<file path="src/mbrc_pkg.sv">
// Shared types, constants and the CRC16 byte update for the response checker.
`default_nettype none

package mbrc_pkg;

   // Frame length handling
   localparam int MAX_FRAME_BYTES = 256;
   localparam int POS_W           = $clog2(MAX_FRAME_BYTES + 2);
   localparam logic [POS_W-1:0] POS_LIMIT     = POS_W'(MAX_FRAME_BYTES + 1);
   localparam logic [POS_W-1:0] MIN_FRAME_LEN = POS_W'(3);
   localparam logic [POS_W-1:0] EXC_FRAME_LEN = POS_W'(5);
   localparam logic [POS_W-1:0] FIRST_WORD_POS = POS_W'(3);
   localparam logic [POS_W-1:0] WORD_POS_BASE  = POS_W'(4);

   // Modbus CRC16
   localparam logic [15:0] CRC_INIT = 16'hFFFF;
   localparam logic [15:0] CRC_POLY = 16'hA001;

   // Fixed field widths
   localparam int BYTE_W   = 8;
   localparam int IDX_W    = 7;
   localparam int WORD_W   = 16;
   localparam int STATUS_W = 3;
   localparam int CSR_IDX_W = 2;
   localparam int RSP_DATA_W = 40;

   // Status codes
   localparam logic [STATUS_W-1:0] ST_OK        = 3'd0;
   localparam logic [STATUS_W-1:0] ST_SHORT     = 3'd1;
   localparam logic [STATUS_W-1:0] ST_EXCEPTION = 3'd2;
   localparam logic [STATUS_W-1:0] ST_CRC       = 3'd3;
   localparam logic [STATUS_W-1:0] ST_LENGTH    = 3'd4;
   localparam logic [STATUS_W-1:0] ST_SLAVE     = 3'd5;
   localparam logic [STATUS_W-1:0] ST_FUNCTION  = 3'd6;
   localparam logic [STATUS_W-1:0] ST_BYTECOUNT = 3'd7;

   // Result kinds
   localparam logic KIND_WORD   = 1'b0;
   localparam logic KIND_STATUS = 1'b1;

   // Configuration register indexes
   localparam logic [CSR_IDX_W-1:0] REG_SLAVE     = 2'd0;
   localparam logic [CSR_IDX_W-1:0] REG_FUNCTION  = 2'd1;
   localparam logic [CSR_IDX_W-1:0] REG_REGISTERS = 2'd2;

   // Configuration reset values
   localparam logic [BYTE_W-1:0] RST_SLAVE     = 8'd1;
   localparam logic [BYTE_W-1:0] RST_FUNCTION  = 8'd3;
   localparam logic [IDX_W-1:0]  RST_REGISTERS = 7'd1;

   // One received byte
   typedef struct packed {
      logic [BYTE_W-1:0] frame_byte;
      logic              last_byte;
   } in_item_type;

   // Input stage toward the frame logic
   typedef struct packed {
      logic        valid;
      in_item_type item;
   } in_stage_type;

   // One result item
   typedef struct packed {
      logic                kind;
      logic [IDX_W-1:0]    reg_index;
      logic [WORD_W-1:0]   reg_value;
      logic [STATUS_W-1:0] status;
      logic [BYTE_W-1:0]   exc_code;
   } rsp_item_type;

   // Frame logic result for the current step
   typedef struct packed {
      logic         valid;
      rsp_item_type item;
   } rsp_stage_type;

   // Byte-wide reflected CRC16 update, one bit per unrolled step
   function automatic logic [15:0] crc_byte(input logic [15:0] crc,
                                            input logic [BYTE_W-1:0] data);
      logic [15:0] c;
      c = crc ^ {8'h00, data};
      for (int b = 0; b < 8; b++) begin
         c = c[0] ? ((c >> 1) ^ CRC_POLY) : (c >> 1);
      end
      return c;
   endfunction

endpackage

`default_nettype wire

</file>
<file path="src/mbrc_in_stage.sv">
// Input register: holds one received byte until the frame logic takes it.
`default_nettype none

module mbrc_in_stage (
   input  wire logic                  clock,
   input  wire logic                  reset,
   input  wire logic                  req_tvalid,
   output logic                       req_tready,
   input  wire mbrc_pkg::in_item_type req_item,
   input  wire logic                  step,
   output mbrc_pkg::in_stage_type     stage
);
   import mbrc_pkg::*;

   logic        valid_ff, valid_in;
   in_item_type item_ff, item_in;

   // Free when empty or when the held item moves on this cycle
   assign req_tready = !valid_ff || step;

   always_comb begin
      valid_in = valid_ff;
      item_in  = item_ff;
      if (req_tready) begin
         valid_in = req_tvalid;
         item_in  = req_item;
      end
   end

   always_ff @(posedge clock) begin
      if (reset) begin
         valid_ff <= 1'b0;
      end else begin
         valid_ff <= valid_in;
      end
      item_ff <= item_in;
   end

   assign stage.valid = valid_ff;
   assign stage.item  = item_ff;

endmodule

`default_nettype wire

</file>
<file path="src/mbrc_frame.sv">
// Frame tracking: CRC, header capture, word assembly, status decode, config regs.
`default_nettype none

module mbrc_frame (
   input  wire logic                    clock,
   input  wire logic                    reset,
   input  wire logic                    step,
   input  wire mbrc_pkg::in_item_type   item,
   input  wire logic                    csr_valid,
   input  wire logic [mbrc_pkg::CSR_IDX_W-1:0] csr_index,
   input  wire logic [mbrc_pkg::BYTE_W-1:0]    csr_data,
   output mbrc_pkg::rsp_stage_type      result
);
   import mbrc_pkg::*;

   // Configuration
   logic [BYTE_W-1:0] exp_slave_ff;
   logic [BYTE_W-1:0] exp_function_ff;
   logic [IDX_W-1:0]  exp_registers_ff;

   // Frame state
   logic [POS_W-1:0]  pos_ff, pos_in;
   logic [15:0]       crc_ff, crc_in;
   logic [BYTE_W-1:0] slave_ff, slave_in;
   logic [BYTE_W-1:0] function_ff, function_in;
   logic [BYTE_W-1:0] third_ff, third_in;
   logic [BYTE_W-1:0] pending_ff, pending_in;

   // Per-step values
   logic [POS_W-1:0]  len;
   logic [POS_W-1:0]  exp_len;
   logic [POS_W-1:0]  word_off;
   logic [IDX_W-1:0]  idx;
   logic [15:0]       crc_new;
   logic              in_body;
   logic              word_done;
   logic [STATUS_W-1:0] status;

   // Configuration writes
   always_ff @(posedge clock) begin
      if (reset) begin
         exp_slave_ff     <= RST_SLAVE;
         exp_function_ff  <= RST_FUNCTION;
         exp_registers_ff <= RST_REGISTERS;
      end else if (csr_valid) begin
         case (csr_index)
            REG_SLAVE:     exp_slave_ff     <= csr_data;
            REG_FUNCTION:  exp_function_ff  <= csr_data;
            REG_REGISTERS: exp_registers_ff <= csr_data[IDX_W-1:0];
            default: ;
         endcase
      end
   end

   // Byte decode and header capture
   always_comb begin
      len      = (pos_ff < POS_LIMIT) ? pos_ff + POS_W'(1) : POS_LIMIT;
      crc_new  = crc_byte(crc_ff, item.frame_byte);
      exp_len  = EXC_FRAME_LEN + {{(POS_W-IDX_W-1){1'b0}}, exp_registers_ff, 1'b0};
      word_off = pos_ff - WORD_POS_BASE;
      idx      = IDX_W'(word_off >> 1);
      in_body  = (pos_ff >= FIRST_WORD_POS) && (pos_ff < POS_LIMIT);
      // Word completes on the second byte of each pair
      word_done = in_body && !pos_ff[0];

      slave_in    = (pos_ff == POS_W'(0)) ? item.frame_byte : slave_ff;
      function_in = (pos_ff == POS_W'(1)) ? item.frame_byte : function_ff;
      third_in    = (pos_ff == POS_W'(2)) ? item.frame_byte : third_ff;
      pending_in  = (in_body && pos_ff[0]) ? item.frame_byte : pending_ff;
      crc_in      = crc_new;
      pos_in      = len;

      // Status in priority order
      if (len < MIN_FRAME_LEN) begin
         status = ST_SHORT;
      end else if (len >= EXC_FRAME_LEN && function_in[7] && third_in != '0) begin
         status = ST_EXCEPTION;
      end else if (crc_new != '0) begin
         status = ST_CRC;
      end else if (len != exp_len) begin
         status = ST_LENGTH;
      end else if (slave_in != exp_slave_ff) begin
         status = ST_SLAVE;
      end else if (function_in != exp_function_ff) begin
         status = ST_FUNCTION;
      end else if (third_in != {exp_registers_ff, 1'b0}) begin
         status = ST_BYTECOUNT;
      end else begin
         status = ST_OK;
      end

      // Result for this byte
      result.valid          = 1'b0;
      result.item.kind      = KIND_WORD;
      result.item.reg_index = '0;
      result.item.reg_value = '0;
      result.item.status    = ST_OK;
      result.item.exc_code  = '0;
      if (item.last_byte) begin
         result.valid          = 1'b1;
         result.item.kind      = KIND_STATUS;
         result.item.status    = status;
         result.item.exc_code  = (status == ST_EXCEPTION) ? third_in : '0;
         // Frame ends: back to the idle frame state
         pos_in      = '0;
         crc_in      = CRC_INIT;
         slave_in    = '0;
         function_in = '0;
         third_in    = '0;
         pending_in  = '0;
      end else if (word_done && idx < exp_registers_ff) begin
         result.valid          = 1'b1;
         result.item.reg_index = idx;
         result.item.reg_value = {pending_ff, item.frame_byte};
      end
   end

   always_ff @(posedge clock) begin
      if (reset) begin
         pos_ff      <= '0;
         crc_ff      <= CRC_INIT;
         slave_ff    <= '0;
         function_ff <= '0;
         third_ff    <= '0;
         pending_ff  <= '0;
      end else if (step) begin
         pos_ff      <= pos_in;
         crc_ff      <= crc_in;
         slave_ff    <= slave_in;
         function_ff <= function_in;
         third_ff    <= third_in;
         pending_ff  <= pending_in;
      end
   end

   // Position never runs past the saturation point
   a_pos_sat: assert property (@(posedge clock) disable iff (reset)
      pos_ff <= POS_LIMIT)
      else $error("byte position beyond saturation");

   // A final byte leaves a fresh frame behind
   a_frame_clear: assert property (@(posedge clock) disable iff (reset)
      step && item.last_byte |=> pos_ff == '0 && crc_ff == CRC_INIT)
      else $error("frame state not cleared after final byte");

   // Emitted word indexes stay inside the expected register count
   a_word_idx: assert property (@(posedge clock) disable iff (reset)
      result.valid && result.item.kind == KIND_WORD |->
         result.item.reg_index < exp_registers_ff)
      else $error("word index beyond expected registers");

   // Only a status result carries an exception code
   a_exc_code: assert property (@(posedge clock) disable iff (reset)
      result.valid && result.item.exc_code != '0 |->
         result.item.kind == KIND_STATUS && result.item.status == ST_EXCEPTION)
      else $error("exception code on a non-exception result");

endmodule

`default_nettype wire

</file>
<file path="src/mbrc_out_stage.sv">
// Output register: holds one result item until the consumer takes it.
`default_nettype none

module mbrc_out_stage (
   input  wire logic                    clock,
   input  wire logic                    reset,
   input  wire logic                    step,
   input  wire mbrc_pkg::rsp_stage_type result,
   output logic                         rsp_tvalid,
   input  wire logic                    rsp_tready,
   output mbrc_pkg::rsp_item_type       rsp_item
);
   import mbrc_pkg::*;

   logic         valid_ff, valid_in;
   rsp_item_type item_ff, item_in;

   // Load on each step (steps only happen when this stage is free or being emptied)
   always_comb begin
      valid_in = valid_ff;
      item_in  = item_ff;
      if (step) begin
         valid_in = result.valid;
         item_in  = result.item;
      end else if (rsp_tready) begin
         valid_in = 1'b0;
      end
   end

   always_ff @(posedge clock) begin
      if (reset) begin
         valid_ff <= 1'b0;
      end else begin
         valid_ff <= valid_in;
      end
      item_ff <= item_in;
   end

   assign rsp_tvalid = valid_ff;
   assign rsp_item   = item_ff;

endmodule

`default_nettype wire

</file>
<file path="src/modbus_rtu_response_checker_top.sv">
// Each byte waits in the input register; its result item is then loaded into the
// output register, which offers it on rsp_tvalid and holds it until it is taken.
// Throughput: one byte per cycle while results drain; a stalled result register
// holds the input register, and req_tready drops in that same cycle.
// Reset (synchronous, active high) empties both stages, clears the frame state
// and loads expected slave 1, function 3, registers 1.
`default_nettype none

module modbus_rtu_response_checker_top (
   input  wire logic        clock,
   input  wire logic        reset,
   input  wire logic        req_tvalid,
   output logic             req_tready,
   input  wire logic [7:0]  req_tdata,   // [7:0] frame_byte
   input  wire logic        req_tlast,   // last_byte
   output logic             rsp_tvalid,
   input  wire logic        rsp_tready,
   output logic [39:0]      rsp_tdata,   // [6:0] reg_index, [22:7] reg_value,
                                         // [25:23] status, [33:26] exc_code
   output logic             rsp_tuser,   // kind
   input  wire logic        csr_valid,
   output logic             csr_ready,
   input  wire logic [1:0]  csr_index,
   input  wire logic [7:0]  csr_data
);
   import mbrc_pkg::*;

   in_item_type   req_item;
   in_stage_type  in_stage;
   rsp_stage_type result;
   rsp_item_type  rsp_item;
   logic          step;
   logic          rsp_busy;

   assign req_item.frame_byte = req_tdata;
   assign req_item.last_byte  = req_tlast;

   // Held byte advances when the output register is free or being emptied
   assign step = in_stage.valid && (!rsp_busy || rsp_tready);

   // Registers accept writes at any time
   assign csr_ready = 1'b1;

   mbrc_in_stage u_in (
      .clock      (clock),
      .reset      (reset),
      .req_tvalid (req_tvalid),
      .req_tready (req_tready),
      .req_item   (req_item),
      .step       (step),
      .stage      (in_stage)
   );

   mbrc_frame u_frame (
      .clock     (clock),
      .reset     (reset),
      .step      (step),
      .item      (in_stage.item),
      .csr_valid (csr_valid),
      .csr_index (csr_index),
      .csr_data  (csr_data),
      .result    (result)
   );

   mbrc_out_stage u_out (
      .clock      (clock),
      .reset      (reset),
      .step       (step),
      .result     (result),
      .rsp_tvalid (rsp_busy),
      .rsp_tready (rsp_tready),
      .rsp_item   (rsp_item)
   );

   assign rsp_tvalid = rsp_busy;
   assign rsp_tuser  = rsp_item.kind;
   assign rsp_tdata  = {6'b0, rsp_item.exc_code, rsp_item.status,
                        rsp_item.reg_value, rsp_item.reg_index};

endmodule

`default_nettype wire
</file>
<file path="config.mk">
export PLATFORM = sky130hd
export DESIGN_NAME = modbus_rtu_response_checker_top
export DESIGN_NICKNAME = d
export VERILOG_FILES = /design/src/mbrc_pkg.sv /design/src/mbrc_in_stage.sv /design/src/mbrc_frame.sv /design/src/mbrc_out_stage.sv /design/src/modbus_rtu_response_checker_top.sv
export SDC_FILE = /design/constraint.sdc
export NUM_CORES = 1
export LEC_CHECK = 0
export ABC_AREA = 1
export BUFFER_PORTS_ARGS = -buffer_cell sky130_fd_sc_hd__buf_4
export CELL_PAD_IN_SITES_DETAIL_PLACEMENT = 0
export CELL_PAD_IN_SITES_GLOBAL_PLACEMENT = 1
export CORE_AREA = 2 2 135 137
export DETAILED_ROUTE_END_ITERATION = 8
export DIE_AREA = 0 0 137 139
export PLACE_DENSITY_LB_ADDON = 0.08
export SKIP_CTS_REPAIR_TIMING = 1
export SLEW_MARGIN = 40
export SYNTH_ARGS = -nofsm -noshare
export SYNTH_HDL_FRONTEND = slang
export SYNTH_SLANG_ARGS = --single-unit
</file>
<file path="constraint.sdc">
create_clock -name clock -period 3.1 [get_ports clock]
set_input_delay 0.155 -clock clock [delete_from_list [all_inputs] [get_ports clock]]
set_output_delay 0.155 -clock clock [all_outputs]
set_load 0.02 [all_outputs]
</file>
==> key figures <==
Routing
  • Drt first pass iters: 5
  • Iter 0 DRT Violations: 323
  • Number of routed nets with antenna violations: 0
  • Final WL: 19.92 mm
  • DRC violation count after routing: 0
  • Post-DR vias/cell: 4.980
  • Vias: 5,836
  • Routed len/inst: 17.00 microns

STA
  • Final slew viol count: 0
  • Final Hold Fails: 0
  • Hold WS: 0.008031 ns
  • RSZ-0062 raised after global routing: false
  • Final Setup Violations: 0
  • Maximum clock rate: about 350 MHz
  • Fin crit period: 2.883 ns
  • Final period util: just over 90%
  • Setup_tns: 0 ns
  • Slew @ Worst Pin: approximately 0.82 ns
  • Max_slew headroom: 45.16%
  • Setup ws final: 0.2171 ns
  • Max Clock Skew: between 0.01 and 0.015 ns

Yosys
  • Post-Synth Adder-Cell Area: 2.876%
  • Cell taking the most area after synthesis: dfxtp_1
  • Register bit count reported by yosys: 126
  • Post-synthesis sequential area ratio: 45.41%
  • Synth area leaders: dfxtp_1, edfxtp_1, nand2_1
  • Post-synthesis cell type count: 40
  • XOR/XNOR Fraction of Synth Area: 4.430%
  • Yosys warns: 0
  • Yosys top cell area share: 25.16%
  • Mux share of post-synthesis cell area: 0%
  • Syn_area_per_cell: 7.614 sq um
  • Cell Area, Synth: 6525 sq um
  • Synth Area in Simple Gates: 27.52%
  • Largest family of logic cells by synthesized area: simple AND/OR/NAND/NOR gates
  • Post-synthesis compound-gate area fraction: 12.25%
  • Cells after synthesis: roughly 860

Clock network
  • CTS Root Cell: clkbuf_16
  • Clk buf depth: 2
  • Clock Latency Late Sink: approximately 0.42 ns
  • CTS buffer count: 17
  • CTS Sinks: 126
  • CTS tree: done
  • Clk pin slew, worst setup/hold paths: ~0.060 ns
  • H-Tree Depth: 4

Critical path
  • Critical path's top delay family: XOR/XNOR gates
  • Critical R2R Capture: u_out.rsp_item[8]$_SDFFCE_PN0P_
  • Slowest CP cell: edfxtp_1
  • Kind of critical path: register to register
  • CP endpoint: u_out.rsp_item[8]$_SDFFCE_PN0P_
  • Worst Path Buf+Inv: 1
  • Worst-path cell chain: xnor2_1, xnor2_1, xnor2_1, xor2_1, ha_1, xnor2_2, nand2_1, inv_1, nand4_1, a21oi_2, nand2_1, nand2_1, nor2_1
  • R2R Setup Slk: between 0.2 and 0.25 ns
  • Setup crit start: u_in.stage[4]$_DFFE_PP_
  • Crit path max fanout: 6
  • Req. time, crit path: 3.28 ns
  • Crit path depth: 13
  • R2R depth: 13
  • Endpoint class of the critical path: register
  • Crit path launch type: register
  • CP max stage delay: 0.48 ns
  • Worst endpoint data arrival time: 3.06 ns
  • FF-to-FF Start: u_in.stage[4]$_DFFE_PP_

Die
  • Die area: 19,040 sq um
  • Row count: 49
  • Die X: 137 microns
  • Core footprint: 17,660 sq um
  • Io pins: between 60 and 70
  • Die Y: 139 microns
  • Starting density of the core: 36.95%

Global routing
  • GRT Total Usage: 21.55%
  • Largest net degree at the start of global routing: 44
  • Antenna violations before repair: 0
  • Number of global-route vias before repair: ~5.6k
  • Gr ovfl total: 0
  • First-pass GRT wire length: 30.99 mm

Pwr
  • Peak VDD IR: 0.0003828 V
  • Static Leak: 3.295 nW
  • PD cells: roughly 540 nW/um^2
  • Power Total: 4.292 mW

Cells and area
  • # nets final: between 900 and 1k
  • Fillers: approximately 1.8k
  • Commonest non-fill, non-tap cells in the layout: nand2_1, dfxtp_1, nor2_1, buf_4, inv_1
  • Share of cells above drive strength 1: 13.04%
  • Antenna cells: 0
  • Commonest non-fill, non-tap cell in the layout: nand2_1
  • Area growth, synth to finish: 21.67%

Worst hold path
  • Hold WC Path Type: primary input to register

Place
  • Setup WS pre-CTS: 0.2120 ns
  • Detailed Place HPWL: 14.63 mm
  • Gpl congestion: 0.8849
  • Port-buffer cells: 60

Flow run
  • Max cap viols: 0

Run status
  • Status: complete, no violations
[routing by layer]
metal | vias to the layer above | wire, microns | GRT usage, % | share of wire [%]
met2 | 110 | 9785 | 36.32 | 49
met1 | 2752 | 8992 | 27.50 | 45
met3 | 32 | 646 | 3.509 | 3.2
li1 | 2942 | - | - | -
met4 | 0 | 496 | 8.030 | 2.5
met5 | - | 0 | 0 | 0
[worst reg2reg max path, cell delays in order (launching register included)]
cell and delay [ns]:
edfxtp_1 0.48, xnor2_1 0.21, xnor2_1 0.37, xnor2_1 0.18, xor2_1 0.23, ha_1 0.30, xnor2_2 0.17, nand2_1 0.10
inv_1 0.06, nand4_1 0.21, a21oi_2 0.17, nand2_1 0.07, nand2_1 0.05, nor2_1 0.03
[where the power goes]
part	switching (mW)	internal (mW)	total, mW
clock network	0.762	1.27	2.03
logic	0.283	0.171	0.455
registers	0.0447	1.76	1.81
total	1.09	3.20	4.29
[cell type report]
class	count	area, sq um	share of cell area, %
Timing Repair Buffer	88	693.2	8.731
Inverter	73	274.0	3.452
Multi-Input combinational cell	624	3127	39.39
Clock inverter	13	162.7	2.049
Tap cell	229	286.5	3.609
Clock buffer	19	432.9	5.453
Sequential cell	126	2963	37.32
[cell usage after synthesis, drive strengths merged]
master	instances
nand2	253
nor2	87
dfxtp	82
inv	72
a21oi	64
nand3	57
o21ai	48
edfxtp	44
buf	20
clkbuf	19
xor2	18
ha	15
xnor2	15
o21bai	14
o22ai	13
nand3b	8
nand4	8
nor3	8
or2	3
conb	2
clkinv	1
nor4	1
o2111ai	1
o211a	1
o211ai	1
o21a	1
o31ai	1
[metrics by stage]
step	instance area, sq um	instances	utilization (%)
2_1_floorplan	6544	862	-
3_3_place_gp	7187	1127	40.70
3_5_place_dp	7187	1127	40.70
4_1_cts	7782	1159	44.08
5_1_grt	7939	1172	44.96
6_report	7939	1172	44.96
[logic make-up (layout without fill, tap and decap cells)]
group | after synthesis | in the layout
fa+ha+maj | 15 | 15
simple gates | 425 | 425
compound gates | 144 | 144
buf+inv | 112 | 193
flops | 126 | 126
other cells | 2 | 7
xor+xnor | 33 | 33
[state kept, by name, summed over array words and instances (netlist names)]
name / cells
u_frame.third_ff: 8
u_out.rsp_item: 35
u_frame.function_ff: 8
u_in.valid_ff: 1
u_frame.pending_ff: 8
u_frame.pos_ff: 9
u_in.stage: 9
u_frame.crc_ff: 16
u_frame.exp_registers_ff: 7
u_frame.exp_function_ff: 8
u_frame.slave_ff: 8
u_out.rsp_tvalid: 1
u_frame.exp_slave_ff: 8
[worst min-delay path by stage]
stage	from	depth (start not counted)	slack, ns	endpoint
2_1_floorplan	req_tlast	0	0.25	u_in.stage[0]$_DFFE_PP_
3_3_place_gp	req_tdata[0]	1	0.33	u_in.stage[1]$_DFFE_PP_
3_5_place_dp	req_tlast	1	0.33	u_in.stage[0]$_DFFE_PP_
4_1_cts	req_tlast	1	-0.11	u_in.stage[0]$_DFFE_PP_
5_1_grt	csr_data[3]	3	0.04	u_frame.exp_slave_ff[3]$_SDFFE_PP0P_
6_report	csr_data[6]	3	0.008	u_frame.exp_function_ff[6]$_SDFFE_PP0P_
(Power assumes the default switching activity.)
